==> src/gnms_pkg.sv <==
// ----------------------------------------------------------------------------
// Gradient non-maximum suppression: shared definitions
// Sizes, codes, pipeline structs and the direction quantizer used by the
// suppression core and its submodules.
// ----------------------------------------------------------------------------
package gnms_pkg;

  // Frame and payload sizes.
  localparam int MAX_WIDTH   = 1024;
  localparam int MAX_HEIGHT  = 1024;
  localparam int MAG_BITS    = 16;
  localparam int GRAD_BITS   = 16;
  localparam int CFG_BITS    = 11;
  localparam int COORD_BITS  = 10;
  localparam int SECTOR_BITS = 2;
  localparam int DIM_MIN     = 3;

  localparam int COL_BITS = $clog2(MAX_WIDTH);
  localparam int ROW_BITS = $clog2(MAX_HEIGHT);
  localparam int POS_BITS = (COL_BITS > ROW_BITS) ? COL_BITS : ROW_BITS;
  localparam int CMP_BITS = (POS_BITS + 1 > CFG_BITS) ? POS_BITS + 1 : CFG_BITS;

  // Result queue between the window stage and the output channel.
  localparam int QUEUE_DEPTH = 3;
  localparam int QPTR_BITS   = $clog2(QUEUE_DEPTH);
  localparam int QCNT_BITS   = $clog2(QUEUE_DEPTH + 1);

  // Configuration register indexes.
  localparam int CFG_IDX_BITS = 2;
  localparam logic [CFG_IDX_BITS-1:0] CFG_FRAME_WIDTH  = CFG_IDX_BITS'(0);
  localparam logic [CFG_IDX_BITS-1:0] CFG_FRAME_HEIGHT = CFG_IDX_BITS'(1);

  // Input beat command.
  typedef enum logic {
    CMD_DATA  = 1'b0,
    CMD_FLUSH = 1'b1
  } command_t;

  // Quantized gradient direction.
  typedef enum logic [SECTOR_BITS-1:0] {
    SEC_0DEG   = 2'd0,
    SEC_45DEG  = 2'd1,
    SEC_90DEG  = 2'd2,
    SEC_135DEG = 2'd3
  } sector_t;

  typedef logic [COL_BITS-1:0] col_t;

  // Beat moving from the position sequencer into the window stage.
  typedef struct packed {
    logic                  data;      // pixel written to the line buffers
    logic                  emit;      // beat produces a result
    logic                  use_line;  // center sector comes from the sector line
    logic                  border;    // center pixel lies on the frame border
    logic                  last;      // last result of the frame
    col_t                  col;       // column of the incoming pixel
    logic [MAG_BITS-1:0]   mag;
    sector_t               sector;
    logic [COORD_BITS-1:0] row_q;
    logic [COORD_BITS-1:0] col_q;
  } stage_t;

  // Line buffer read request issued with an accepted beat.
  typedef struct packed {
    logic mag_en;
    logic sec_en;
    col_t mag_addr;
    col_t sec_addr;
  } line_rd_t;

  // Line buffer write-back from the window stage.
  typedef struct packed {
    logic                  en;
    col_t                  addr;
    logic [2*MAG_BITS-1:0] mag;
    sector_t               sector;
  } line_wr_t;

  // One result beat.
  typedef struct packed {
    logic [MAG_BITS-1:0]   kept_magnitude;
    sector_t               sector;
    logic [COORD_BITS-1:0] out_row;
    logic [COORD_BITS-1:0] out_col;
    logic                  frame_end;
  } result_t;

  // Clamp a frame dimension to DIM_MIN..hi.
  function automatic logic [CFG_BITS-1:0] clamp_dim(input logic [CFG_BITS-1:0] v,
                                                    input int unsigned hi);
    logic [CFG_BITS-1:0] r;
    r = v;
    if (v < CFG_BITS'(DIM_MIN)) begin
      r = CFG_BITS'(DIM_MIN);
    end else if (32'(v) > hi) begin
      r = CFG_BITS'(hi);
    end
    return r;
  endfunction

  localparam logic [CFG_BITS-1:0] RESET_WIDTH  = clamp_dim(CFG_BITS'(640), MAX_WIDTH);
  localparam logic [CFG_BITS-1:0] RESET_HEIGHT = clamp_dim(CFG_BITS'(480), MAX_HEIGHT);

  // Direction sector of a gradient: the octant of its angle folded mod 4.
  // Only exact comparisons are used; a zero gradient falls into sector 0.
  function automatic sector_t sector_of(input logic signed [GRAD_BITS-1:0] gx,
                                        input logic signed [GRAD_BITS-1:0] gy);
    logic signed [GRAD_BITS:0] x;
    logic signed [GRAD_BITS:0] y;
    logic signed [GRAD_BITS:0] nx;
    logic signed [GRAD_BITS:0] ny;
    sector_t s;
    x  = (GRAD_BITS + 1)'(gx);
    y  = (GRAD_BITS + 1)'(gy);
    nx = -x;
    ny = -y;
    if (x == 0 && y == 0) begin
      s = SEC_0DEG;
    end else if (y >= 0) begin
      if (x > 0) begin
        s = (y < x) ? SEC_0DEG : SEC_45DEG;
      end else if (y == 0) begin
        s = SEC_0DEG;
      end else begin
        s = (y > nx) ? SEC_90DEG : SEC_135DEG;
      end
    end else if (x < 0) begin
      s = (ny < nx) ? SEC_0DEG : SEC_45DEG;
    end else begin
      s = (ny > x) ? SEC_90DEG : SEC_135DEG;
    end
    return s;
  endfunction

endpackage

==> src/gnms_outq.sv <==
// ----------------------------------------------------------------------------
// Gradient non-maximum suppression: result queue
// Small register queue that decouples the window stage from the output
// channel so that a stalled receiver does not stop the pipeline at once.
// ----------------------------------------------------------------------------
module gnms_outq import gnms_pkg::*; (
  input  logic                 clk,
  input  logic                 rst,
  input  logic                 push,
  input  result_t              push_data,
  input  logic                 pop,
  output logic                 valid,
  output result_t              head,
  output logic [QCNT_BITS-1:0] count
);

  result_t              entries [QUEUE_DEPTH];
  logic [QPTR_BITS-1:0] wr_ptr;
  logic [QPTR_BITS-1:0] rd_ptr;

  function automatic logic [QPTR_BITS-1:0] ptr_inc(input logic [QPTR_BITS-1:0] p);
    return (p == QPTR_BITS'(QUEUE_DEPTH - 1)) ? '0 : p + QPTR_BITS'(1);
  endfunction

  assign valid = (count != '0);
  assign head  = entries[rd_ptr];

  // Entry storage.
  always_ff @(posedge clk) begin
    if (push) begin
      entries[wr_ptr] <= push_data;
    end
  end

  // Pointers and fill level.
  always_ff @(posedge clk) begin
    if (rst) begin
      wr_ptr <= '0;
      rd_ptr <= '0;
      count  <= '0;
    end else begin
      if (push) begin
        wr_ptr <= ptr_inc(wr_ptr);
      end
      if (pop) begin
        rd_ptr <= ptr_inc(rd_ptr);
      end
      if (push && !pop) begin
        count <= count + QCNT_BITS'(1);
      end else if (pop && !push) begin
        count <= count - QCNT_BITS'(1);
      end
    end
  end

endmodule

==> config.mk <==
export PLATFORM = sky130hd
export DESIGN_NAME = gnms_outq
export DESIGN_NICKNAME = d
export VERILOG_FILES = /design/src/gnms_pkg.sv /design/src/gnms_outq.sv
export SDC_FILE = /design/constraint.sdc
export NUM_CORES = 1
export LEC_CHECK = 0
export BUFFER_PORTS_ARGS = -buffer_cell sky130_fd_sc_hd__buf_2
export CORE_ASPECT_RATIO = 0.75
export CORE_MARGIN = 4
export CORE_UTILIZATION = 49
export DETAILED_ROUTE_END_ITERATION = 10
export GPL_TIMING_DRIVEN = 0
export PLACE_DENSITY = 0.82
export SLEW_MARGIN = 20
export SYNTH_ARGS = -nofsm -noshare
export SYNTH_HDL_FRONTEND = slang
export SYNTH_SLANG_ARGS = --single-unit
==> constraint.sdc <==
create_clock -name clk -period 3.6 [get_ports clk]
set_clock_uncertainty 0.1 [all_clocks]
set_input_delay 0.54 -clock clk [delete_from_list [all_inputs] [get_ports clk]]
set_output_delay 0.54 -clock clk [all_outputs]
set_load 0.01 [all_outputs]
# Word level (Yosys, flattened, before mapping)
# Memories as Yosys holds them, arrays and structs flattened. A register that Yosys moved wholly into a read port is not among the register bits.
# Index checks and enable logic that the tools add are counted.
# totals
ram_bits	117
regBits	6
mem_count	1
out_inout_bits	42
word_cells	24
input_bits	43
# memory_table
memory	words	width	read_ports	rd_ports_with_merged_regs	wr	line_no	rtl
entries	3	39	1	1	1	gnms_outq.sv:17	result_t entries [QUEUE_DEPTH];
# op_classes
muxes	8
addsub	4
n_reduce_logical	6
eq_ne	2
# ops
cell	count
2-bit 2-to-1 mux	6
2-bit by 1-bit adder with 2-bit output (second input constant)	3
2-bit equality test (second input constant)	2
2-bit nonzero test	2
1-bit logical AND	2
1-bit logical NOT	2
1-bit 2-to-1 mux	2
2-bit by 1-bit subtractor with 2-bit output (second input constant)	1

# Longest topological paths before layout
# Gate-level depths: netlist of the first run.
# logic_depth
ltp_word	4
depth_mapped	5
mapped_depth_nobuf	5

# Least setup slack after synthesis of the first run
# Ideal clock, no wire load.
# synth_timing
path_type	input to register
startpoint	in push
endpoint	reg wr_ptr[0]
path_slack_ns	-0.302
path_stages	3
n_path_buf	0
t_required_ns	3.431
setup_time_ns	0.069
arrival_time_ns	3.733
cell_sequence	inv_1 > nor3_1 > o21ba_2
# synth_lines
item	line_no	rtl
from (decl)	gnms_outq.sv:9	input logic push,
to (signal assigned)	gnms_outq.sv:43	wr_ptr <= ptr_inc(wr_ptr);
to (decl)	gnms_outq.sv:18	logic [QPTR_BITS-1:0] wr_ptr;

==> results.ini, run 1 <==
[grt]
track_usage_pct = 16.0
overflow = 0
antenna_found_initial = 0
grt_max_degree = 24
grt_pass1_vias = 2659
grt_pass1_wl_um = 13200

[cells_and_area]
fill_cells = 682
utilization_pct = 65.2
final_common_cell = edfxtp_1
drive_gt1_share_pct = 33.3
final_cell_mix = 117 x edfxtp_1, 87 x buf_2, 41 x nand2_1
diodes = 0
nNetsFinal = 431
final_cells = 528
syn2layout_area_growth_pct = 28.2

[setup_path]
reg2reg_from = wr_ptr[0]
critPathSlowestCell = clkbuf_1
cp_top_family = buffers and inverters
crit_fanout = 10
endpoint_kind = output pin
critPathLaunchType = flip-flop
crit_required_ns = 2.96
criticalPathCategory = flip-flop to output pin
cp.arrival_ns = 1.72
crit_buf_inv = 3
max_stage_delay_ns = 0.45
cp_cell_sequence = clkbuf_2, clkbuf_1, nand2_1, o21ai_0, buf_2

[flow_run]
cap_viol_max_count = 0

[sta]
fin_crit_ns = 2.36
max_freq_mhz = 424
hold_viol_final = 0
timing.final.crit_share_pct = 65.6
maxSlewViolCount = 0
max_slew_margin_pct = 50.4
finalSetupViolCount = 0
rsz0062_at_grt = no
worst_pin_slew_ns = 0.742

[floorplanning]
std_cell_rows = 30
dieWidth_um = 121
fp.dieArea_mm2 = 0.0112
fp.dieH_um = 92.5
core_mm2 = 0.00916
initial_core_util_pct = 50.9
num_io_pins = 85

[drt]
drt_wl_total_um = 8680
drc = 0
viasPerCell = 5.02
postRouteAntennaNets = 0
drt-pass1-iter-count = 4
vias = 2652
drt-wirelength-per-cell_um = 16.4
drt_iter0_drc = 184

[synthesis]
synth_area_mm2 = 0.00466
ys_seq_area_share_pct = 78.8
synth_cells = 280
synth_nets = 324
syn_area_per_cell_um2 = 16.6
ys_ff_latch = 125
ys_types = 24
yosysWarnings = 0

[place]
post-dp-hpwl_um = 5600
dp.cells = 496
io_buffers = 84
place.gp.congestion = 0.697

[pwr]
ir_worst_vdd_mv = 0.405
p_leak_nw = 2.17
powerDensity_mw_per_mm2 = 637
finalPower_mw = 3.80

[worst_hold_path]
min_path_type = input port to flip-flop
min_from = push_data[34]

[cts]
postCtsSetupBuffers = 0
cts.repair.resized = 0
numCtsBuffers = 17
cts.clk_slew.worst_paths_ns = 0.06
root_buffer = clkbuf_16
cts_hold_buf = 0
cts_buffer_depth = 2
clock_sinks = 125
worstSkewPairLatency_ns = 0.40
cts_tree = built
cts_htree_levels = 4

[status]
status = finished, final reports clean

cell families after synthesis:
| logic type | after synthesis | share of synthesized area, % |
|---|---|---|
| buffers and inverters | 16 | 2.58 |
| multiplexers | 39 | 8.38 |
| AO/OA/AOI/OAI | 45 | 4.94 |
| XOR/XNOR | 2 | 0.376 |
| adder cells (fa/ha/maj) | 1 | 0.268 |
| flip-flops | 125 | 78.8 |
| AND/OR/NAND/NOR | 52 | 4.64 |
registers in the layout (all words and copies together), names as in the netlist, named ones only:
name / cells
entries: 117
count: 2
rd_ptr: 2
wr_ptr: 2
through the flow:
stage	TNS (ns)	instance area, um^2	worst slack (ns)	hold WS [ns]
finish	0	5980	1.24	0.234
global route	0	5980	1.11	0.226
CTS	0	5980	1.22	0.219
detailed placement	0	5330	1.51	0.387
global placement	-24.43	5250	-0.383	0.372
floorplan	0	4670	0.829	0.354
synthesized netlist by cell type:
library cell / n / area (um^2)
xor2_1: 2 / 17.5
edfxtp_1: 117 / 3510
nand3b_1: 1 / 7.51
inv_1: 2 / 7.51
nor3b_1: 1 / 7.51
nor2b_1: 1 / 6.26
nor3_1: 1 / 5.00
buf_12: 2 / 40.0
clkbuf_2: 1 / 5.00
or3_1: 1 / 6.26
mux2i_1: 39 / 390
clkbuf_1: 5 / 18.8
buf_2: 3 / 15.0
o21ba_2: 1 / 10.0
or2_2: 1 / 6.26
nor2_1: 4 / 15.0
nand2_1: 41 / 154
dfxtp_1: 8 / 160
o21ai_1: 10 / 50.1
ha_1: 1 / 12.5
a21oi_1: 4 / 20.0
and3b_1: 1 / 8.76
buf_6: 3 / 33.8
o21ai_0: 30 / 150
final cells by class:
class	instances	area (um^2)	share of cell area, %
repair buffers	88	490	8.21
clock inverters	15	219	3.66
well taps	128	160	2.68
multi-input cells	139	887	14.8
inverters	2	7.51	0.126
clock buffers	17	425	7.12
plain buffers	14	113	1.88
flip-flops and latches	125	3670	61.5
worst paths after layout:
| kind | endpoint | slack [ns] | cells after the start |
|---|---|---|---|
| setup reg to reg | entries[0][34] | 1.89 | 2 |
| hold / removal | entries[2][34] | 0.23 | 1 |
| hold reg to reg | rd_ptr[1] | 0.40 | 2 |
| setup / recovery | head[9] | 1.24 | 5 |
metal layers:
metal	track usage (%)	vias to the layer above	wire, um
li1	-	1268	-
met1	18.6	1284	3650
met2	27.5	80	4350
met3	4.64	20	510
met4	7.36	0	176
met5	0	-	0
power breakdown:
group / switching, mW / internal [mW]
logic: 0.174 / 0.127
registers: 0.0198 / 1.66
clock network: 0.595 / 1.23
total: 0.789 / 3.01
No activity file was read; power rests on OpenSTA's default activity.
==> inputs of run 2 (changes only) <==
--- a/config.mk
+++ b/config.mk
@@ -8,10 +8,10 @@
 export BUFFER_PORTS_ARGS = -buffer_cell sky130_fd_sc_hd__buf_2
 export CORE_ASPECT_RATIO = 0.75
 export CORE_MARGIN = 4
-export CORE_UTILIZATION = 49
+export CORE_UTILIZATION = 55
 export DETAILED_ROUTE_END_ITERATION = 10
 export GPL_TIMING_DRIVEN = 0
-export PLACE_DENSITY = 0.82
+export PLACE_DENSITY = 0.87
 export SLEW_MARGIN = 20
 export SYNTH_ARGS = -nofsm -noshare
 export SYNTH_HDL_FRONTEND = slang
==> constraint.sdc (replaced) <==
create_clock -name clk -period 2.4 [get_ports clk]
set_clock_uncertainty 0.1 [all_clocks]
set_input_delay 0.36 -clock clk [delete_from_list [all_inputs] [get_ports clk]]
set_output_delay 0.36 -clock clk [all_outputs]
set_load 0.01 [all_outputs]
==> run 2 against run 1 <==
Compared with the run above:
- first-iteration DRC count down 32%
- sequential power up 50%
- combinational power up 53%
- setup slack worse by 1.0 ns
- sequential share of layout area up 0.62 points
- critical path depth up 1
- utilization up 8.2 points
- die area down 10%
- non-clock buffer count up 1
- sequential cell count unchanged
==> results.ini, run 2 (same netlist as run 1, synthesis figures left out) <==
[pwr]
powerDensity_mw_per_mm2 = 922
p_leak_nw = 2.15
ir_worst_vdd_mv = 0.546

[worst_hold_path]
min_path_type = input port to flip-flop

[setup_path]
endpoint_kind = output pin
crit_fanout = 10
crit_buf_inv = 4
crit_required_ns = 1.94
critPathSlowestCell = dfxtp_1
cp_cell_sequence = clkbuf_2, buf_2, buf_2, nand2_1, o21ai_0, buf_2
criticalPathCategory = flip-flop to output pin
crit_path_frequent_cell = buf_2
max_stage_delay_ns = 0.31
critPathLaunchType = flip-flop
reg2reg_slack_ns = 0.63
cp.arrival_ns = 1.74
cp_top_family = buffers and inverters

[sta]
maxSlewViolCount = 0
rsz0062_at_grt = no
max_slew_margin_pct = 53.1
worst_pin_slew_ns = 0.702
fin_crit_ns = 2.20
holdWs_ns = 0.0554
finalSetupViolCount = 0
timing.final.crit_share_pct = 91.5
max_freq_mhz = 456
setup_tns_ns = 0
hold_viol_final = 0

[floorplanning]
core_mm2 = 0.00806
fp.dieH_um = 87.7
fp.dieArea_mm2 = 0.0100
std_cell_rows = 28
dieWidth_um = 114
num_io_pins = 85
initial_core_util_pct = 57.8

[cts]
cts_hold_buf = 0
cts.clk_slew.worst_paths_ns = 0.05
cts_buffer_depth = 2
cts.repair.resized = 0
cts_htree_levels = 4
clock_sinks = 125
postCtsSetupBuffers = 0
numCtsBuffers = 17
cts_tree = built
worstSkewPairLatency_ns = 0.39
root_buffer = clkbuf_16

[cells_and_area]
final_cell_mix = 117 x edfxtp_1, 87 x buf_2, 41 x nand2_1
regMostFlops = entries
largest_register_ffs = 117
syn2layout_area_growth_pct = 26.9
diodes = 0
final_common_cell = edfxtp_1
drive_gt1_share_pct = 32.7
multi_input_area_um2 = 887
nNetsFinal = 432
seqCellArea_mm2 = 0.00367
fill_cells = 533
utilization_pct = 73.4

[grt]
grt_pass1_wl_um = 13700
grt_max_degree = 22
met3_usage_pct = 6.35
top_usage_layer = met2
grt_pass1_vias = 2746
grt_use_met2_pct = 33.5
antenna_found_initial = 0
grtUsageMet1_pct = 21.6
overflow = 0
track_usage_pct = 18.8

[place]
io_buffers = 84
place.gp.congestion = 0.760
post-dp-hpwl_um = 5580

[drt]
drc = 0
drt_iter0_drc = 126
viasPerCell = 5.32
vias = 2693
drt-pass1-iter-count = 4
drt_wl_total_um = 8720
postRouteAntennaNets = 0
drt-wirelength-per-cell_um = 17.2

[flow_run]
cap_viol_max_count = 0

[status]
status = finished, final reports clean

[run 2: cell types whose count changed in the layout (fill, tap and decap cells not counted)]
cell       change
buf_12         -2
buf_16         +2
buf_8          +1
bufinv_16      -2
clkbuf_1       +3
clkinv_2       +1
inv_6          -2
[run 2: worst register-to-register path, stage by stage (launching register included)]
cell and delay (ns):
dfxtp_1 0.43, nand2_1 0.13, nor2_4 0.56, buf_16 0.25
[run 2: power by group]
group | switching, mW | internal (mW)
clock | 0.846 | 1.62
sequential | 0.0308 | 2.49
combinational | 0.263 | 0.196
total | 1.14 | 4.31
[run 2: worst paths after layout]
check	depth (start not counted)	endpoint	from
min	1	entries[0][14]	push_data[14]
min reg2reg	2	rd_ptr[1]	rd_ptr[1]
max reg2reg	3	entries[2][37]	wr_ptr[1]
max	6	head[20]	flip-flop
[run 2: routing by layer]
metal | vias up | share of wire (%)
met5 | - | 0
met3 | 9 | 7.9
li1 | 1267 | -
met4 | 0 | 0.62
met1 | 1324 | 39
met2 | 93 | 52
[run 2: per-stage QoR]
step / power (mW) / std cells / setup WS (ns) / cell area, um^2
2_1_floorplan: 2.81 / 280 / 0.413 / 4670
3_3_place_gp: 2.99 / 469 / -0.248 / 5230
3_5_place_dp: 3.03 / 474 / 0.543 / 5330
4_1_cts: 5.49 / 506 / 0.151 / 5920
5_1_grt: 5.66 / 506 / 0.0370 / 5920
6_report: 5.45 / 506 / 0.205 / 5920
[run 2: area by class of cell]
| class | instances | area share [%] |
|---|---|---|
| sequential | 125 | 62.1 |
| multi-input combinational | 139 | 15.0 |
| timing repair buffer | 89 | 8.80 |
| clock buffer | 20 | 7.38 |
| clock inverter | 12 | 2.47 |
| tap | 105 | 2.22 |
| buffer | 14 | 1.90 |
| inverter | 2 | 0.127 |
