===== src/gnms_pkg.sv =====
// ----------------------------------------------------------------------------
// Gradient non-maximum suppression: shared definitions
// Sizes, codes, pipeline structs and the direction quantizer used by the
// suppression core and its submodules.
// ----------------------------------------------------------------------------
package gnms_pkg;

  // Frame and payload sizes.
  localparam int MAX_WIDTH   = 1024;
  localparam int MAX_HEIGHT  = 1024;
  localparam int MAG_BITS    = 16;
  localparam int GRAD_BITS   = 16;
  localparam int CFG_BITS    = 11;
  localparam int COORD_BITS  = 10;
  localparam int SECTOR_BITS = 2;
  localparam int DIM_MIN     = 3;

  localparam int COL_BITS = $clog2(MAX_WIDTH);
  localparam int ROW_BITS = $clog2(MAX_HEIGHT);
  localparam int POS_BITS = (COL_BITS > ROW_BITS) ? COL_BITS : ROW_BITS;
  localparam int CMP_BITS = (POS_BITS + 1 > CFG_BITS) ? POS_BITS + 1 : CFG_BITS;

  // Result queue between the window stage and the output channel.
  localparam int QUEUE_DEPTH = 3;
  localparam int QPTR_BITS   = $clog2(QUEUE_DEPTH);
  localparam int QCNT_BITS   = $clog2(QUEUE_DEPTH + 1);

  // Configuration register indexes.
  localparam int CFG_IDX_BITS = 2;
  localparam logic [CFG_IDX_BITS-1:0] CFG_FRAME_WIDTH  = CFG_IDX_BITS'(0);
  localparam logic [CFG_IDX_BITS-1:0] CFG_FRAME_HEIGHT = CFG_IDX_BITS'(1);

  // Input beat command.
  typedef enum logic {
    CMD_DATA  = 1'b0,
    CMD_FLUSH = 1'b1
  } command_t;

  // Quantized gradient direction.
  typedef enum logic [SECTOR_BITS-1:0] {
    SEC_0DEG   = 2'd0,
    SEC_45DEG  = 2'd1,
    SEC_90DEG  = 2'd2,
    SEC_135DEG = 2'd3
  } sector_t;

  typedef logic [COL_BITS-1:0] col_t;

  // Beat moving from the position sequencer into the window stage.
  typedef struct packed {
    logic                  data;      // pixel written to the line buffers
    logic                  emit;      // beat produces a result
    logic                  use_line;  // center sector comes from the sector line
    logic                  border;    // center pixel lies on the frame border
    logic                  last;      // last result of the frame
    col_t                  col;       // column of the incoming pixel
    logic [MAG_BITS-1:0]   mag;
    sector_t               sector;
    logic [COORD_BITS-1:0] row_q;
    logic [COORD_BITS-1:0] col_q;
  } stage_t;

  // Line buffer read request issued with an accepted beat.
  typedef struct packed {
    logic mag_en;
    logic sec_en;
    col_t mag_addr;
    col_t sec_addr;
  } line_rd_t;

  // Line buffer write-back from the window stage.
  typedef struct packed {
    logic                  en;
    col_t                  addr;
    logic [2*MAG_BITS-1:0] mag;
    sector_t               sector;
  } line_wr_t;

  // One result beat.
  typedef struct packed {
    logic [MAG_BITS-1:0]   kept_magnitude;
    sector_t               sector;
    logic [COORD_BITS-1:0] out_row;
    logic [COORD_BITS-1:0] out_col;
    logic                  frame_end;
  } result_t;

  // Clamp a frame dimension to DIM_MIN..hi.
  function automatic logic [CFG_BITS-1:0] clamp_dim(input logic [CFG_BITS-1:0] v,
                                                    input int unsigned hi);
    logic [CFG_BITS-1:0] r;
    r = v;
    if (v < CFG_BITS'(DIM_MIN)) begin
      r = CFG_BITS'(DIM_MIN);
    end else if (32'(v) > hi) begin
      r = CFG_BITS'(hi);
    end
    return r;
  endfunction

  localparam logic [CFG_BITS-1:0] RESET_WIDTH  = clamp_dim(CFG_BITS'(640), MAX_WIDTH);
  localparam logic [CFG_BITS-1:0] RESET_HEIGHT = clamp_dim(CFG_BITS'(480), MAX_HEIGHT);

  // Direction sector of a gradient: the octant of its angle folded mod 4.
  // Only exact comparisons are used; a zero gradient falls into sector 0.
  function automatic sector_t sector_of(input logic signed [GRAD_BITS-1:0] gx,
                                        input logic signed [GRAD_BITS-1:0] gy);
    logic signed [GRAD_BITS:0] x;
    logic signed [GRAD_BITS:0] y;
    logic signed [GRAD_BITS:0] nx;
    logic signed [GRAD_BITS:0] ny;
    sector_t s;
    x  = (GRAD_BITS + 1)'(gx);
    y  = (GRAD_BITS + 1)'(gy);
    nx = -x;
    ny = -y;
    if (x == 0 && y == 0) begin
      s = SEC_0DEG;
    end else if (y >= 0) begin
      if (x > 0) begin
        s = (y < x) ? SEC_0DEG : SEC_45DEG;
      end else if (y == 0) begin
        s = SEC_0DEG;
      end else begin
        s = (y > nx) ? SEC_90DEG : SEC_135DEG;
      end
    end else if (x < 0) begin
      s = (ny < nx) ? SEC_0DEG : SEC_45DEG;
    end else begin
      s = (ny > x) ? SEC_90DEG : SEC_135DEG;
    end
    return s;
  endfunction

endpackage


===== src/gnms_seq.sv =====
// ----------------------------------------------------------------------------
// Gradient non-maximum suppression: position sequencer
// Holds the frame size registers and the input/output raster positions,
// decodes each accepted beat, issues line buffer reads and loads the
// window stage register.
// ----------------------------------------------------------------------------
module gnms_seq import gnms_pkg::*; (
  input  logic                        clk,
  input  logic                        rst,
  input  logic                        cfg_we,
  input  logic [CFG_IDX_BITS-1:0]     cfg_index,
  input  logic [CFG_BITS-1:0]         cfg_data,
  input  logic                        fire,
  input  logic                        command,
  input  logic signed [GRAD_BITS-1:0] grad_x,
  input  logic signed [GRAD_BITS-1:0] grad_y,
  input  logic [MAG_BITS-1:0]         magnitude,
  output line_rd_t                    line_rd,
  output stage_t                      stage
);

  logic [CFG_BITS-1:0] width;
  logic [CFG_BITS-1:0] height;
  logic [ROW_BITS-1:0] in_row;
  logic [ROW_BITS-1:0] in_row_next;
  logic [ROW_BITS-1:0] out_row;
  logic [ROW_BITS-1:0] out_row_next;
  col_t                in_col;
  col_t                in_col_next;
  col_t                out_col;
  col_t                out_col_next;
  logic                in_done;
  logic                in_done_next;
  stage_t              stage_next;

  logic is_data;
  logic is_flush;
  logic cfg_hit;
  logic data_emit;
  logic in_last_col;
  logic in_last_row;
  logic out_last_col;
  logic out_last_row;

  function automatic logic col_is_last(input col_t c, input logic [CFG_BITS-1:0] w);
    return (CMP_BITS'(c) + CMP_BITS'(1)) == CMP_BITS'(w);
  endfunction

  function automatic logic row_is_last(input logic [ROW_BITS-1:0] r,
                                       input logic [CFG_BITS-1:0] h);
    return (CMP_BITS'(r) + CMP_BITS'(1)) == CMP_BITS'(h);
  endfunction

  assign cfg_hit = cfg_we && (cfg_index == CFG_FRAME_WIDTH || cfg_index == CFG_FRAME_HEIGHT);

  // Beat decode. Data past a full frame and a flush before it are dropped.
  always_comb begin
    is_data      = fire && (command == CMD_DATA) && !in_done;
    is_flush     = fire && (command == CMD_FLUSH) && in_done;
    in_last_col  = col_is_last(in_col, width);
    in_last_row  = row_is_last(in_row, height);
    out_last_col = col_is_last(out_col, width);
    out_last_row = row_is_last(out_row, height);
    // A result trails its input by one row and one column.
    data_emit    = (in_row >= ROW_BITS'(2)) || (in_row == ROW_BITS'(1) && in_col != '0);

    stage_next.data     = is_data;
    stage_next.emit     = (is_data && data_emit) || is_flush;
    stage_next.use_line = is_flush && out_last_row;
    stage_next.border   = (out_row == '0) || (out_col == '0) || out_last_row || out_last_col;
    stage_next.last     = is_flush && out_last_row && out_last_col;
    stage_next.col      = in_col;
    stage_next.mag      = magnitude;
    stage_next.sector   = sector_of(grad_x, grad_y);
    stage_next.row_q    = COORD_BITS'(out_row);
    stage_next.col_q    = COORD_BITS'(out_col);

    line_rd.mag_en   = is_data;
    line_rd.mag_addr = in_col;
    line_rd.sec_en   = is_data || is_flush;
    line_rd.sec_addr = is_flush ? out_col : in_col;
  end

  // Raster position update.
  always_comb begin
    in_row_next  = in_row;
    in_col_next  = in_col;
    in_done_next = in_done;
    out_row_next = out_row;
    out_col_next = out_col;
    if (is_data) begin
      if (in_last_col) begin
        in_col_next = '0;
        if (in_last_row) begin
          in_done_next = 1'b1;
        end else begin
          in_row_next = in_row + ROW_BITS'(1);
        end
      end else begin
        in_col_next = in_col + col_t'(1);
      end
    end
    if (stage_next.emit) begin
      if (stage_next.last) begin
        // Frame done: both positions return to the origin.
        in_row_next  = '0;
        in_col_next  = '0;
        in_done_next = 1'b0;
        out_row_next = '0;
        out_col_next = '0;
      end else if (out_last_col) begin
        out_col_next = '0;
        out_row_next = out_row + ROW_BITS'(1);
      end else begin
        out_col_next = out_col + col_t'(1);
      end
    end
  end

  // Registers. A size write abandons the frame in progress.
  always_ff @(posedge clk) begin
    if (rst) begin
      width   <= RESET_WIDTH;
      height  <= RESET_HEIGHT;
      in_row  <= '0;
      in_col  <= '0;
      in_done <= 1'b0;
      out_row <= '0;
      out_col <= '0;
      stage   <= '0;
    end else begin
      stage <= stage_next;
      if (cfg_hit) begin
        if (cfg_index == CFG_FRAME_WIDTH) begin
          width <= clamp_dim(cfg_data, MAX_WIDTH);
        end else begin
          height <= clamp_dim(cfg_data, MAX_HEIGHT);
        end
        in_row  <= '0;
        in_col  <= '0;
        in_done <= 1'b0;
        out_row <= '0;
        out_col <= '0;
      end else begin
        in_row  <= in_row_next;
        in_col  <= in_col_next;
        in_done <= in_done_next;
        out_row <= out_row_next;
        out_col <= out_col_next;
      end
    end
  end

endmodule


===== config.mk =====
export PLATFORM = sky130hd
export DESIGN_NAME = gnms_seq
export DESIGN_NICKNAME = d
export VERILOG_FILES = /design/src/gnms_pkg.sv /design/src/gnms_seq.sv
export SDC_FILE = /design/constraint.sdc
export NUM_CORES = 1
export LEC_CHECK = 0
export BUFFER_PORTS_ARGS = -buffer_cell sky130_fd_sc_hd__buf_4
export CAP_MARGIN = 25
export CELL_PAD_IN_SITES_DETAIL_PLACEMENT = 0
export CELL_PAD_IN_SITES_GLOBAL_PLACEMENT = 2
export CORE_MARGIN = 3
export CORE_UTILIZATION = 30
export DETAILED_ROUTE_END_ITERATION = 16
export PLACE_DENSITY_LB_ADDON = 0.1
export SETUP_SLACK_MARGIN = 0.3
export SLEW_MARGIN = 30
export SYNTH_ARGS = -nofsm -noshare
export SYNTH_HDL_FRONTEND = slang
export SYNTH_SLANG_ARGS = --single-unit

===== constraint.sdc =====
create_clock -name clk -period 4.1 [get_ports clk]
set_input_delay 0.82 -clock clk [delete_from_list [all_inputs] [get_ports clk]]
set_output_delay 0.82 -clock clk [all_outputs]
set_load 0.03 [all_outputs]

; ---- Yosys cells after proc, flatten, opt, wreduce, memory -nomap -nowiden
; Index checks and enable logic that the tools add are counted.
[totals]
register_bits = 116
input_bits = 66
output_inout_bits = 75
word_cells = 104
[op_classes]
n_addsub = 10
magnitude_cmp = 10
eq_ne = 6
muxes = 29
n_bitwise = 2
n_reduce_logical = 30
[ops]
columns = cell, count
row1 = $mux W10, 14
row2 = $logic_not A32 Y1, 2
row3 = $add A10 B1 Y11 const B, 4
row4 = $eq A11 B11 Y1, 4
row5 = $add A10 B1 Y10 const B, 4
row6 = $neg A16 Y17, 2
row7 = $mux W11, 2
row8 = $logic_not A10 Y1, 2
row9 = $gt A16 B17 Y1, 1
row10 = $gt A17 B16 Y1, 1
row11 = $lt A17 B17 Y1, 1
row12 = $ge A16 B1 Y1 const B, 1
row13 = $gt A16 B1 Y1 const B, 1
row14 = $lt A16 B1 Y1 const B, 1
row15 = $lt A16 B16 Y1, 1
row16 = $gt A11 B11 Y1 const B, 1
row17 = $lt A11 B2 Y1 const B, 1
row18 = $eq A10 B1 Y1 const B, 1
row19 = $ge A10 B2 Y1 const B, 1
row20 = $logic_and A1 B1 Y1, 10
row21 = $reduce_bool A10 Y1, 1
row22 = $mux W1, 9
row23 = $mux W2, 4
row24 = $logic_or A1 B1 Y1, 7
row25 = 7 further kinds, 11

; ---- Depth between registers and ports, before layout
[depth]
ltp_word = 7
mapped_depth = 16
mapped_depth_nobuf = 16

; ---- Worst setup path after synthesis
; OpenSTA, ideal clock, no wires.
[synth_path]
path_type = input to register
start = in grad_y[6]
end = reg stage[20] in the netlist's numbering
setup_time_ns = 0.075
arrival_ns = 3.879
required_time_ns = 4.025
path_slack_ns = 0.146
path_stages = 13
n_path_buf = 0
path_cell_list = or4_1 -> nor3_1 -> nand3_1 -> or3_1 -> inv_1 -> ha_1 -> ha_1 -> o211ai_1 -> or4b_2 -> a211oi_1 -> nand3b_1 -> a2111oi_0 -> o22ai_1
[synth_between]
elab_chain_len = 5
word_cells_on_any_way = 17
classes_between = add/sub: 1 / order compare: 5 / mux: 8 / reduce/logical: 3
[synth_rtl]
columns = item, line_no
row1 = from (decl), gnms_seq.sv:16  ; input logic signed [GRAD_BITS-1:0] grad_y,
row2 = $neg A16 Y17 / $gt A16 B17 Y1 (equally long branches), "gnms_pkg.sv:116, gnms_pkg.sv:125"
row3 = "$gt A17 B16 Y1, or another cell as far along", gnms_pkg.sv:130  ; s = (ny > x) ? SEC_90DEG : SEC_135DEG;
row4 = "$mux W1, or another cell as far along", gnms_pkg.sv:130
row5 = $mux W2 (on tied branches), "gnms_pkg.sv:127, gnms_pkg.sv:120"
row6 = $mux W2, gnms_pkg.sv:119  ; end else if (y >= 0) begin
row7 = to (signal assigned), gnms_seq.sv:132  ; stage <= stage_next;
row8 = to (decl), gnms_seq.sv:19  ; output stage_t stage
; Several ways; a longest one is shown, not always the timed one.
; A chain may end at the register's enable or synchronous reset.

; ---- Worst setup path after layout
[layout_path]
start = in grad_y[8]
end = reg stage[20] in the netlist's numbering
; The elaborated chain is that of the path after synthesis.

==> qor.log <==
[global_routing] pin count of the biggest net entering global routing 42
[logic_synthesis] number of instances in the synthesized netlist 1005
[clock_tree] clock-pin transition on the worst setup and hold timing paths 60 ps
[routing] # DRC 0
[routing] antenna violation net count after detailed routing 0
[finish] sequential cell area 2320 um^2
[floorplan] starting utilization of the core area 30.7%
[global_routing] first-pass GRT wire length 41.2 mm
[finish] multi-input gate area in the final layout 5280 um^2
[timing] setup repair after global routing missed its margin no
[timing] post-route clock skew 15.8 ps
[timing] aggregate negative setup slack 0 ps
[routing] wire length after detailed routing 26.2 mm
[critical_path] Setup CP Type input port to flop
[critical_path] kind of start point of the critical path input port
[routing] routed vias/inst 5.12
[clock_tree] Clock Latency Late Sink 430 ps
[logic_synthesis] sequential-to-total area share from yosys stat 28.8%
[timing] setup violation total in the final timing report 0
[placement] quantity of I/O buffers inserted on ports 140
[timing] Final Slew Violations 0
[timing] Slew Limit Headroom 45.2%
[global_routing] gr ovfl total 0
[global_routing] via count of the first global-routing pass 7128
[logic_synthesis] most instantiated flip-flop cell in the synthesis netlist dfxtp_1
[finish] cell area after layout 10100 um^2
[floorplan] Die H 170 um
[clock_tree] largest buffer count on any clock path 2
[clock_tree] total number of clock tree sinks 116
[timing] pin slew with the least headroom to its limit 815 ps
[placement] post-detailed-placement half-perimeter wirelength 20.3 mm
[finish] final antenna diode count 0
[floorplan] die width 170 um
[finish] synth-to-layout area growth 25.0%
[placement] gp weighted congestion 0.818
[critical_path] endpoint class of the critical path flop
[timing] post-route minimum period 3640 ps
[power_and_ir_drop] Peak supply drop 0.214 mV
[power_and_ir_drop] Leak 0.00409 uW
[finish] number of fillers in the final layout 2741
[routing] Routed wire per std cell 17.9 um
[finish] Net count, final 1260
[timing] number of hold violations in the final report 0
[clock_tree] TritonCTS clock tree built
[timing] part of the cycle the worst path needs 88.8%
[logic_synthesis] share of async-settable or async-resettable flops after synthesis 0%
[global_routing] number of antenna violations at the first check in global routing 0
[routing] iteration-0 DRC count of the detailed router 268
[clock_tree] maximum level of the CTS H-tree 4
[placement] post-detailed-placement cell area 9430 um^2
[logic_synthesis] cell area after synthesis 8060 um^2
[critical_path] Data arrival, critical path 3990 ps
[critical_path] Largest stage delay, worst path 570 ps
[floorplan] die outline area 28900 um^2
[critical_path] most used cell, CP ha_4
[critical_path] Max Fanout on Critical Path 3
[critical_path] list of cells traversed by the critical path buf_4 > or4_4 > nor3_4 > nand3_2 > or3_4 > inv_2 > ha_4 > ha_4 > o211ai_1 > or4b_4 > a211oi_1 > nand3b_1 > a2111oi_0 > o22ai_1
[critical_path] critical path's slowest cell or4_4
[routing] Detailed Routing Iterations Pass 1 4
[logic_synthesis] number of flops mapped to enable cells by yosys 0
[floorplan] standard-cell row count 59
[run] MaxCap Viol Count 0
[floorplan] area of the core 26200 um^2
[clock_tree] CTS-repair resized insts 0
[logic_synthesis] number of different library cells in the post-synthesis netlist 75
[logic_synthesis] net count after synthesis 1146
[routing] count of vias placed by the detailed router 7510
[power_and_ir_drop] Power Dens Cells 316 nW/um^2
[logic_synthesis] synthesized area divided by synthesized cell count 8.02 um^2
[clock_tree] clock root buffer clkbuf_16
[min_path] worst min path class flop to flop
[logic_synthesis] flop and latch count out of synthesis 116
[outcome] status complete, no violations
[clock_tree] number of clock buffers inserted by TritonCTS 17
[floorplan] IO Count 141
[clock_tree] buffers inserted by post-CTS timing repair 0
[timing] Peak Freq 0.275 GHz
[clock_tree] Post-CTS Hold Buffers 0
[finish] share of layout cells above drive strength 1 20.1%
[critical_path] Worst Path Required 4450 ps
[logic_synthesis] yosys synthesis warning count 0
[global_routing] global-route total usage across every layer 18.0%
## placed cells by master, fill, tap and decap left out, drive strengths merged, types with 4 or more instances in the layout
cell	n
nand2	99
o211ai	4
o21a	9
buf	166
nor4	21
a211o	7
o31ai	12
or2	4
nor2	69
or3	10
ha	75
nand3	46
a31oi	13
a211oi	9
nand2b	5
clkbuf	19
a2bb2oi	6
and3	9
and4	6
clkinv	7
nor3	36
nor3b	12
xor2	19
nand3b	12
nor2b	47
xnor2	63
nand4	18
o2111ai	4
a21o	7
o21ai	29
inv	51
a21oi	59
mux2i	4
or4	16
dfxtp	116
## through the flow
| step | power [uW] | setup slack (ps) | hold slack (ps) | cells | util (%) |
|---|---|---|---|---|---|
| global route | 3320 | 276 | 538 | 1467 | 38.4 |
| CTS | 3230 | 306 | 520 | 1467 | 38.4 |
| detailed placement | 1630 | -105 | 512 | 1435 | 36.0 |
| floorplan | 1440 | 326 | 472 | 1005 | - |
| finish | 3190 | 461 | 520 | 1467 | 38.4 |
| global placement | 1630 | 19.4 | 507 | 1435 | 36.0 |
## critical path: cells and delay by family
kind | cells | cell delay [ps]
buf+inv | 2 | 180
compound gates | 4 | 590
simple gates | 6 | 1920
fa+ha+maj | 2 | 460
## cells by family (layout without fill, tap and decap cells)
group | Yosys count | count (layout) | share of synthesized area (%)
xor gates and xnor gates | 83 | 83 | 9.20
and+or+nand+nor | 418 | 418 | 27.5
adders and majority gates | 76 | 76 | 11.8
AOI/OAI and AO/OA | 186 | 186 | 15.4
muxes | 5 | 5 | 0.637
buffers and inverters | 121 | 248 | 6.65
DFF | 116 | 116 | 28.8
## routing by layer
| metal | GRT usage [%] | routed length [um] |
|---|---|---|
| met1 | 27.8 | 13900 |
| met5 | 0 | 0 |
| met4 | 3.95 | 176 |
| met2 | 25.9 | 10900 |
| met3 | 3.30 | 1230 |
## power breakdown
part           internal [uW]  switching [uW]
sequential              1150            19.6
combinational            188             251
clock                    983             598
## sequential cells by signal, indices dropped and copies added (netlist names)
signal / flops
out_row: 10
in_row: 10
stage: 53
width: 11
out_col: 10
in_col: 10
in_done: 1
height: 11
## cells in the mapped netlist, types with 9 or more instances
cell / instances / share of area, %
dfxtp_1: 116 / 29
nand2_1: 99 / 4.6
ha_1: 75 / 12
nor2_1: 69 / 3.2
xnor2_1: 63 / 6.8
a21oi_1: 59 / 3.7
inv_1: 49 / 2.3
nor2b_1: 47 / 3.7
nand3_1: 44 / 2.7
nor3_1: 35 / 2.2
clkbuf_1: 34 / 1.6
o21ai_0: 28 / 1.7
nor4_1: 21 / 1.6
xor2_1: 19 / 2.1
buf_2: 17 / 1.1
nand4_1: 17 / 1.3
buf_4: 16 / 1.5
or4_1: 15 / 1.4
a31oi_1: 12 / 0.93
nand3b_1: 12 / 1.1
nor3b_1: 12 / 1.1
o31ai_1: 11 / 1.0
or3_1: 10 / 0.78
and3_1: 9 / 0.70
o21a_1: 9 / 0.84
## path summary, 6_finish.rpt
kind / from / to / slack, ps / depth (start not counted)
setup / recovery: grad_y[8] / stage[20] / 460 / 14
hold / removal: width[6] / width[6] / 520 / 2
setup reg to reg: out_row[0] / in_done / 1000 / 9
hold reg to reg: width[6] / width[6] / 520 / 2
## area by class of cell
| type | count | share of cell area (%) |
|---|---|---|
| multi-input combinational | 768 | 52.4 |
| tap | 335 | 4.16 |
| sequential | 116 | 23.1 |
| timing repair buffer | 166 | 12.4 |
| inverter | 50 | 1.86 |
| clock buffer | 19 | 4.40 |
| clock inverter | 13 | 1.75 |
Power figures use the tool's default switching activity.
