## src/gnms_ram.sv

```systemverilog
// ----------------------------------------------------------------------------
// Generic simple dual-port RAM
// One write port and one read port; read data is registered and returns the
// old contents when the same address is written in the same cycle.
// ----------------------------------------------------------------------------
module gnms_ram #(
  parameter int WIDTH = 8,
  parameter int DEPTH = 16
) (
  input  logic                     clk,
  input  logic                     we,
  input  logic [$clog2(DEPTH)-1:0] waddr,
  input  logic [WIDTH-1:0]         wdata,
  input  logic                     re,
  input  logic [$clog2(DEPTH)-1:0] raddr,
  output logic [WIDTH-1:0]         rdata
);

  logic [WIDTH-1:0] mem [DEPTH];

  always_ff @(posedge clk) begin
    if (we) begin
      mem[waddr] <= wdata;
    end
    if (re) begin
      rdata <= mem[raddr];
    end
  end

endmodule

```

## config.mk

```make
export PLATFORM = sky130hd
export DESIGN_NAME = gnms_ram
export DESIGN_NICKNAME = d
export VERILOG_FILES = /design/src/gnms_ram.sv
export SDC_FILE = /design/constraint.sdc
export NUM_CORES = 1
export LEC_CHECK = 0
export BUFFER_PORTS_ARGS = -buffer_cell sky130_fd_sc_hd__buf_2
export CAP_MARGIN = 25
export CORE_ASPECT_RATIO = 0.5
export CORE_MARGIN = 2
export CORE_UTILIZATION = 49
export CTS_CLUSTER_SIZE = 16
export DETAILED_ROUTE_END_ITERATION = 6
export PLACE_DENSITY = 0.66
export SYNTH_ARGS = -nofsm -noshare
export SYNTH_HDL_FRONTEND = slang
export SYNTH_SLANG_ARGS = --single-unit
```

## constraint.sdc

```tcl
create_clock -name clk -period 4.3 [get_ports clk]
set_input_delay 0.215 -clock clk [delete_from_list [all_inputs] [get_ports clk]]
set_output_delay 0.215 -clock clk [all_outputs]
set_load 0.01 [all_outputs]
```

## After elaboration in Yosys (flattened, before gate mapping)

Memories as Yosys holds them, arrays and structs flattened. A register that Yosys moved wholly into a read port is not among the register bits.
Cells that the tools add are included.

| operators by class | value |
|---|---|
| mux-type cells | 2 |

Operators with widths:

| cell | number |
|---|---|
| 2-to-1 mux 1 bit | 2 |

| storage, ports and cells | value |
|---|---|
| RAM bits | 128 |
| register bits after elaboration | 0 |
| memories kept | 1 |
| output and inout port bits | 8 |
| word-level logic and storage cells | 3 |
| input bits | 19 |

Memories:

| memory | depth | bits a word | rd ports | clocked after Yosys merged registers in | wr ports | line | text |
|---|---|---|---|---|---|---|---|
| mem | 16 | 8 | 1 | 1 | 1 | 19 | `logic [WIDTH-1:0] mem [DEPTH];` |

## Depth between registers and ports, before layout

Gate-level depths: netlist of run 1.

| depth | value |
|---|---|
| word-level depth | 2 |
| gate-level depth with buffers | 5 |
| mapped depth without buffers | 3 |

## Worst setup path before layout of run 1

OpenSTA, ideal clock, no wires.

| timing | value |
|---|---|
| path kind | input -> register |
| start point | input port waddr[2] |
| end point | memory mem[0][0], enable pin |
| buffers on the path | 0 |
| data required time | 3.917 ns |
| stages on the path | 2 |
| setup time | 0.383 ns |
| arrival | 1.325 ns |
| setup slack | 2.592 ns |
| cells stage by stage | or3b_2 nor3_1 |

RTL lines:

| item | line | text |
|---|---|---|
| from (decl) | 12 | `input logic [$clog2(DEPTH)-1:0] waddr,` |
| to (decl) | 19 |  |

Straight into the memory's write port.

==> impl_metrics.csv, run 1 <==
group,metric,value,unit
finish,layout_commonest_cell,"edfxtp_1",
drt,drt_iter0_drc,264,
placed_design,placed_cells,389,
pwr,p_int,0.002387,W
clock_tree,htree_levels,4,
drt,drt-total-wl,10020,um
sta,finalMaxSlewViolations,0,
yosys,syn-cell-area,0.005228,mm^2
finish,nets,288,
yosys,synth_compound_area_frac,0.02298,
drt,via_count,2426,
global_route,grt_pass1_vias,2468,
yosys,syn_nets,248,
global_route,grt.total_usage,0.1936,
clock_tree,cts.sinks,136,
drt,avgRoutedWirePerCell,23.74,um
clock_tree,cts_setup_buffers,0,
global_route,grt_antenna_before_repair,0,
finish,fin_cells,422,
pwr,p_sw_frac,0.1962,
finish,utilization,0.5878,
finish,layout_common_cells,"136 x edfxtp_1, 26 x buf_2, 18 x mux4_2",
yosys,yosys.area_share.xor_xnor,0,
sta,final.min_clock_period,1.615,ns
sta,tightest_slew,0.9896,ns
worst_hold_path,holdCritPathClass,"primary input to register",
critical_path,worstSetupPathType,"primary input to register",
global_route,grt-ovfl-total,0,
clock_tree,ctsResizeCount,0,
drt,ant_nets,0,
floorplan,die_h,77.04,um
clock_tree,path_clk_slew,0.05,ns
finish,final_area,0.006042,mm^2
clock_tree,cts_root_buffer,"clkbuf_16",
sta,setup_viol_count_final,0,
critical_path,rr_startpoint,"mem[8][4]",
finish,drive_above_1_share,0.2624,
critical_path,cp.arrival,1.76,ns
yosys,syn_inst,229,
yosys,synth-simple-area-share,0.03135,
global_route,grt_start_max_net_pins,33,
drt,dr.pass1.iters,4,
placed_design,io_buffers,26,
clock_tree,clkLatencyLatePin,0.41,ns
pwr,p_switching,0.0005826,W
yosys,syn_area_per_cell,22.83,um^2
run,cap_violations,0,
critical_path,cp-startpoint,"raddr[1]",
status,status,"finished clean",
floorplan,initial_core_util,0.5085,
finish,nFillCells,744,
sta,timing.clock.skew,0.003844,ns
sta,rsz0062_at_grt,"false",
clock_tree,cts.path.max_buffers,2,
yosys,synthMuxAreaShare,0.1479,
worst_hold_path,hp-start,"wdata[2]",
clock_tree,cts_buffers,17,
finish,num_antenna_cells,0,
drt,drc,0,
pwr,peakVddDrop,234.2,uV
yosys,synthAdderAreaFrac,0,
yosys,synth_cell_types,18,
global_route,grt_pass1_wl,15260,um
yosys,ys_ff_latch,136,
sta,relSlewSlack,0.3378,
critical_path,end_kind,"register",
pwr,combPwrFrac,0.045,
critical_path,critPathMaxFanout,32,
placed_design,dp_hpwl,6250,um
placed_design,gp_congestion,0.7638,
floorplan,die_w,150.1,um
pwr,p_leak,2.001,nW
yosys,yosysWarnings,0,
sta,fmax,619.3,MHz
pwr,seqPwrFrac,0.507,
yosys,yosysSeqAreaShare,0.7812,
placed_design,placed_area,0.005477,mm^2
floorplan,ios,27,
floorplan,dieArea,0.01156,mm^2
sta,hold_viol_final,0,
floorplan,rows,26,
floorplan,core_area,0.01028,mm^2
pwr,p_per_area,491.4,mW/mm^2
yosys,synth_top_family_by_area,"multiplexers",
pwr,clockPowerShare,0.448,
critical_path,cp.required,4.44,ns
sta,post-route-period-util,0.3755,
clock_tree,cts_tree,"built",
finish,area_growth,15.58,%
drt,post_drt_via_cell_ratio,5.749,
sta,setup_tns,0,ns
clock_tree,holdBufCountCts,0,
critical_path,start_kind,"primary input",
## final cells by class
type | count | area (um^2) | area share
clock buffers | 20 | 436.7 | 0.07227
clock inverters | 12 | 108.9 | 0.01802
multi-input cells | 83 | 1057 | 0.1750
flip-flops and latches | 136 | 4084 | 0.6759
well taps | 140 | 175.2 | 0.02899
repair buffers | 31 | 180.2 | 0.02982
## state kept, by name (all words and copies together), names as in the netlist
name	cells
mem	128
rdata	8
## cells by family after synthesis
| kind of cell | after synthesis |
|---|---|
| AO/OA/AOI/OAI | 16 |
| buffers and inverters | 10 |
| flip-flops | 136 |
| multiplexers | 32 |
| AND/OR/NAND/NOR | 35 |
## cell usage after synthesis (all sizes together)
library cell   number  area, um^2
mux4               32       773.2
nand3b              2       15.01
or3b                1       8.760
and2                1       6.260
edfxtp            136        4084
nor2               13       48.80
a22oi              16       120.1
nand3               1       5.000
nor2b               1       6.260
and2b               1       7.510
nor3                4       20.02
nand2               9       33.78
buf                 7       56.30
nand2b              2       12.51
clkdlybuf4s25       3       30.03
## path summary, 6_finish.rpt
path / slack, ns / depth (start not counted) / to
min reg2reg: 0.74 / 3 / rdata[1]
max: 2.69 / 4 / rdata[6]
min: 0.19 / 1 / mem[4][2]
max reg2reg: 2.69 / 3 / rdata[4]
## critical path, stage by stage
cell and delay [ns]:
buf_2 0.61, mux4_2 0.41, a22oi_1 0.40, nand2_1 0.09
## per-layer routing
metal,vias up,global-route usage,wire [um]
li1,1066,-,-
met1,1236,0.2879,4078
met2,112,0.2644,4465
met5,-,0,0
met3,12,0.07202,1328
met4,0,0.06792,146
## through the flow
stage / power, W / worst slack [ns] / hold WS [ns]
6_report: 0.002969 / 2.685 / 0.1874
5_1_grt: 0.003066 / 2.568 / 0.1905
4_1_cts: 0.002983 / 2.268 / 0.1776
3_5_place_dp: 0.001664 / 1.818 / 0.6093
3_3_place_gp: 0.001658 / 1.839 / 0.5965
2_1_floorplan: 0.001606 / 2.592 / 0.3139
## power by group through the flow
stage          combinational [W]  sequential, W  clock (W)
2_1_floorplan          0.0000754        0.00153          0
3_3_place_gp            0.000129        0.00153          0
3_5_place_dp            0.000133        0.00153          0
4_1_cts                 0.000133        0.00150    0.00135
5_1_grt                 0.000146        0.00151    0.00141
6_report                0.000134        0.00150    0.00133
Power figures use the tool's default switching activity.
==> run 2: changes to the inputs <==
ABC_AREA = 1   (was not set)
clock period = 1.7 ns   (was 4.3 ns; I/O delays follow)
==> run 2 against run 1 <==
  * Worst hold slack got worse by 0.12 ns
  * Sequential cell count unchanged
  * Wire length increased by 30%
  * Via count increased by 61%
  * Die area increased by 11%
  * Core utilization decreased by 0.87 points
  * First-iteration DRC count increased by 65%
  * Combinational power increased to 3.4 times the previous value
  * Cell area increased by 12%
  * Clock-buffer cell count increased by 1
  * Critical path depth increased by 2
  * Clock power increased to 2.8 times the previous value
  * Critical path type is now register to register
  * Largest cell class unchanged
  * Largest power group unchanged
  * Highest routed layer unchanged
==> impl_metrics.csv, run 2 <==
group,metric,value,unit
yosys,synth_edf_count,136,
finish,multiInputGateArea,0.001214,mm^2
global_route,grt_antenna_before_repair,0,
drt,drt-total-wl,13070,um
yosys,syn_inst,551,
critical_path,cp.required,1.86,ns
finish,nets,614,
sta,rsz0062_at_grt,"false",
yosys,synthArstFlopShare,0,
critical_path,start_kind,"register",
clock_tree,cts_buffers,17,
drt,met3_length,923,um
global_route,grt-ovfl-total,0,
critical_path,cp-startpoint,"mem[5][0]",
floorplan,rows,28,
finish,largest_reg_flops,128,
drt,via_count,3894,
yosys,syn_area_per_cell,10.61,um^2
drt,drt-met1-wl,6006,um
clock_tree,cts.path.max_buffers,2,
critical_path,r2r_slack,0.53,ns
worst_hold_path,holdCritPathClass,"primary input to register",
global_route,grt_start_max_net_pins,65,
drt,post_drt_via_cell_ratio,5.038,
yosys,syn-cell-area,0.005847,mm^2
yosys,ys_ff_latch,136,
yosys,synth_cell_types,11,
drt,dr.pass1.iters,5,
clock_tree,holdBufCountCts,0,
yosys,synth_ff_type,"edfxtp_1",
floorplan,die_h,81.24,um
floorplan,dieArea,0.01287,mm^2
yosys,synth.area.top_cells,"edfxtp_1 70%, nand2_1 11%, nand3_1 8.3%, inv_1 6.4%, buf_6 1.2%",
critical_path,worstSetupPathType,"register to register",
clock_tree,cts_root_buffer,"clkbuf_16",
worst_hold_path,hp-start,"re",
finish,area_growth,16.24,%
finish,top_register,"mem",
drt,ant_nets,0,
finish,layout_commonest_cell,"nand2_1",
global_route,grt.total_usage,0.2205,
sta,timing.clock.skew,0.008688,ns
yosys,yosysSeqAreaShare,0.6985,
sta,fmax,856.2,MHz
clock_tree,cts.sinks,136,
finish,layout_common_cells,"173 x nand2_1, 136 x edfxtp_1, 100 x inv_1",
yosys,synth_top_family_by_area,"simple AND/OR/NAND/NOR gates",
sta,setup_tns,0,ns
sta,tightest_slew,0.6823,ns
placed_design,dp_hpwl,7448,um
critical_path,critPathMaxFanout,1,
finish,seq_area,0.004084,mm^2
drt,wl_met2,5874,um
yosys,yosys.area.top_type,"edfxtp_1",
run,cap_violations,0,
critical_path,cp.arrival,1.33,ns
floorplan,die_w,158.5,um
yosys,synthMuxAreaShare,0,
pwr,p_per_area,1175,mW/mm^2
sta,setup_viol_count_final,0,
global_route,grt_pass1_vias,3661,
sta,relSlewSlack,0.5445,
drt,drc,0,
clock_tree,path_clk_slew,0.06,ns
finish,num_antenna_cells,0,
global_route,grt_pass1_wl,20200,um
critical_path,rr_startpoint,"mem[5][0]",
clock_tree,htree_levels,4,
finish,drive_above_1_share,0.1250,
yosys,syn_nets,570,
clock_tree,cts_setup_buffers,0,
placed_design,gp_congestion,0.7560,
sta,finalMaxSlewViolations,0,
pwr,peakVddDrop,614.5,uV
clock_tree,cts_tree,"built",
floorplan,core_area,0.01174,mm^2
sta,post-route-period-util,0.6870,
pwr,p_leak,2.942,nW
yosys,synth-simple-area-share,0.2076,
drt,avgRoutedWirePerCell,16.90,um
yosys,synth_commonest_cells,"173 x nand2_1, 136 x edfxtp_1, 100 x inv_1",
critical_path,end_kind,"register",
finish,nFillCells,981,
yosys,synth_compound_area_frac,0,
floorplan,ios,27,
yosys,synthMostInstantiatedCell,"nand2_1",
drt,top_layer,"met4",
finish,top_regs,"mem (128), rdata (8)",
sta,worst_hold_slack,0.06914,ns
sta,hold_viol_final,0,
sta,final.min_clock_period,1.168,ns
yosys,yosys.area_share.xor_xnor,0,
placed_design,io_buffers,26,
floorplan,initial_core_util,0.4982,
clock_tree,clkLatencyLatePin,0.42,ns
status,status,"finished clean",
yosys,synth_top_area_frac,0.6985,
yosys,yosysWarnings,0,
yosys,synthAdderAreaFrac,0,
clock_tree,ctsResizeCount,0,
drt,drt_iter0_drc,435,
-- run 2: changes by cell type in the layout (fill, tap and decap cells not counted), moves of 4 or more --
cell / before / now
nand3_1: 1 / 97
mux4_1: 14 / 0
mux4_2: 18 / 0
inv_1: 0 / 100
buf_4: 4 / 22
nor3_1: 4 / 0
nand2_1: 9 / 173
nor2_1: 13 / 17
a22oi_1: 16 / 0
-- run 2: path summary, 6_finish.rpt --
path | end | depth (start not counted)
worst max-delay path | rdata[0] | 6
worst min-delay path | rdata[2] | 1
worst max register to register | rdata[0] | 6
worst min register to register | rdata[0] | 6
-- run 2: metal layers --
| metal | GRT usage | vias up |
|---|---|---|
| met5 | 0 | - |
| met4 | 0.08649 | 0 |
| met3 | 0.05710 | 20 |
| met2 | 0.3270 | 139 |
| met1 | 0.3144 | 1869 |
| li1 | - | 1866 |
-- run 2: through the flow --
stage | cells | util | setup WS (ns) | area (um^2) | power (W)
2_1_floorplan | 551 | - | 0.6642 | 5847 | 0.004138
3_3_place_gp | 741 | 0.5285 | 0.3192 | 6202 | 0.004310
5_1_grt | 773 | 0.5791 | 0.4502 | 6797 | 0.008200
3_5_place_dp | 741 | 0.5285 | 0.3089 | 6202 | 0.004316
4_1_cts | 773 | 0.5791 | 0.5504 | 6797 | 0.008013
6_report | 773 | 0.5791 | 0.5321 | 6797 | 0.007988
-- run 2: area by class of cell --
class / count / share of cell area
flip-flops and latches: 136 / 0.6009
multi-input cells: 289 / 0.1786
clock buffers: 21 / 0.06480
inverters: 102 / 0.05633
repair buffers: 49 / 0.04639
well taps: 165 / 0.03038
clock inverters: 11 / 0.02264
-- run 2: worst max-delay path, cell delays in order, from the launching register on --
cell and delay, ns:
edfxtp_1 0.36, inv_1 0.07, nand2_1 0.05, nand3_1 0.10, nand3_1 0.09, nand3_1 0.16
nand2_1 0.08
-- run 2: cells by family after synthesis --
group         count (synthesis)
buf+inv                     126
simple gates                289
flops                       136
-- run 2: report_power, final --
group          switching, W  total (W)  leakage, nW  internal (W)
sequential        0.0000211    0.00380         1.24       0.00378
combinational      0.000323   0.000455         1.42      0.000132
clock               0.00131    0.00373        0.287       0.00243
total               0.00165    0.00799         2.94       0.00634
==> run 3: changes to the inputs <==
ABC_AREA = 0   (was 1)
clock period = 1.2 ns   (was 1.7 ns; I/O delays follow)
==> run 3 against run 2 <==
  * The run now ends with setup timing left
  * Total power grew 36%
  * Register-to-register slack got worse by 0.82 ns
  * Global-route usage fell by 2.4 points
  * Clock-buffer cell count decreased by 3
==> impl_metrics.csv, run 3 (same netlist as run 1, synthesis figures left out) <==
group,metric,value,unit
floorplan,core_area,0.01028,mm^2
drt,drc,0,
global_route,use_met1,0.2785,
clock_tree,clkLatencyLatePin,0.41,ns
floorplan,dieArea,0.01156,mm^2
finish,layout_common_cells,"136 x edfxtp_1, 32 x mux4_2, 26 x buf_2",
global_route,grt_pass1_vias,2540,
clock_tree,htree_levels,4,
drt,drt-total-wl,10130,um
finish,num_antenna_cells,0,
global_route,grt_antenna_before_repair,0,
sta,final.min_clock_period,1.486,ns
finish,fin_cells,441,
clock_tree,cts_tree,"built",
finish,drive_above_1_share,0.3754,
pwr,p_leak,2.068,nW
critical_path,start_kind,"register",
sta,relSlewSlack,0.4566,
worst_hold_path,holdCritPathClass,"primary input to register",
placed_design,placed_area,0.005627,mm^2
status,violations,"setup timing",
clock_tree,cts_buffers,17,
global_route,grt_pass1_wl,15570,um
status,status,"complete, but fails checks",
drt,via_count,2519,
clock_tree,path_clk_slew,0.05,ns
clock_tree,cts.sinks,136,
clock_tree,cts.path.max_buffers,2,
drt,dr.pass1.iters,4,
sta,rsz0062_at_grt,"true",
global_route,use_met3,0.06905,
drt,drt_iter0_drc,288,
global_route,busiest_layer,"met2",
critical_path,cp.required,1.35,ns
floorplan,ios,27,
critical_path,r2r_cells,3,
sta,post-route-period-util,1.238,
sta,timing.clock.skew,0.006995,ns
pwr,p_per_area,1753,mW/mm^2
placed_design,gp_congestion,0.7973,
placed_design,dp_hpwl,6388,um
floorplan,die_w,150.1,um
sta,finalMaxSlewViolations,0,
clock_tree,cts_root_buffer,"clkbuf_16",
drt,ant_nets,0,
sta,fmax,672.9,MHz
floorplan,die_h,77.04,um
placed_design,placed_cells,409,
critical_path,cp.arrival,1.64,ns
finish,nFillCells,707,
sta,fin_ws,-0.2860,ns
finish,layout_commonest_cell,"edfxtp_1",
placed_design,dpl_worst_slack,-0.4916,ns
finish,area_growth,18.86,%
sta,hold_viol_final,0,
global_route,grt_use_met2,0.2900,
worst_hold_path,worstHoldPathCells,1,
pwr,power,0.01089,W
finish,top_register,"mem",
critical_path,end_kind,"register",
finish,top_regs,"mem (128), rdata (8)",
clock_tree,cts_setup_buffers,0,
global_route,grt-ovfl-total,0,
global_route,grt_start_max_net_pins,25,
drt,avgRoutedWirePerCell,22.97,um
global_route,grt.total_usage,0.1962,
clock_tree,holdBufCountCts,0,
sta,setup_viol_count_final,8,
critical_path,critPathMaxFanout,1,
placed_design,io_buffers,26,
critical_path,worstSetupPathType,"register to register",
drt,post_drt_via_cell_ratio,5.712,
floorplan,rows,26,
finish,nets,307,
sta,tightest_slew,0.8134,ns
finish,largest_reg_flops,128,
finish,final_area,0.006213,mm^2
floorplan,initial_core_util,0.5085,
pwr,peakVddDrop,787.5,uV
run,cap_violations,0,
-- run 3: cell count changes in the layout (fill, tap and decap cells not counted), moves of 3 or more --
cell	delta
nor3_2	+3
nor2_1	-4
clkbuf_1	-3
a22oi_2	+4
nand3_1	-96
a22oi_1	+12
inv_1	-100
nand2_1	-164
clkinv_1	+5
mux4_2	+32
-- run 3: timing repair --
item | CTS | global route
setup endpoints to repair | 8 | 8
resized for setup | 4 | 0
pin swaps | 0 | 2
-- run 3: worst max-delay path: stages (launching register included) --
cell and delay (ns):
edfxtp_1 0.36, mux4_2 0.49, a22oi_2 0.29, nand2_1 0.09
-- run 3: cell type report --
type                            count  area, um^2  area share
Sequential cell                   136        4084      0.6573
Multi-Input combinational cell     83        1040      0.1673
Clock buffer                       18       429.2     0.06907
Timing Repair Buffer               50       347.8     0.05598
Tap cell                          140       175.2     0.02819
Clock inverter                     14       137.6     0.02215
-- run 3: layer usage --
layer | routed length, um | vias to the layer above | part of all wire
met5 | 0 | - | 0
met4 | 133 | 0 | 0.013
met3 | 583 | 13 | 0.058
met2 | 4848 | 79 | 0.48
met1 | 4564 | 1339 | 0.45
li1 | - | 1088 | -
-- run 3: worst paths after layout --
check	startpoint	end	slack (ns)
hold / removal	re	rdata[7]	0.02
setup / recovery	mem[3][3]	rdata[3]	-0.29
hold reg to reg	mem[12][7]	rdata[7]	0.75
setup reg to reg	mem[3][3]	rdata[3]	-0.29
-- run 3: metrics by stage --
step | util | TNS, ns | hold slack (ns)
floorplan | - | -4.434 | 0.1589
global placement | 0.5473 | -5.945 | 0.4403
detailed placement | 0.5473 | -6.632 | 0.4475
CTS | 0.6044 | -1.878 | 0.01597
global route | 0.6044 | -2.189 | 0.01242
finish | 0.6044 | -1.894 | 0.02486
-- run 3: report_power, final --
part | total [W] | internal (W) | switching (W)
clock network | 0.00497 | 0.00319 | 0.00178
registers | 0.00539 | 0.00536 | 0.0000295
logic | 0.000535 | 0.000234 | 0.000301
total | 0.0109 | 0.00878 | 0.00211
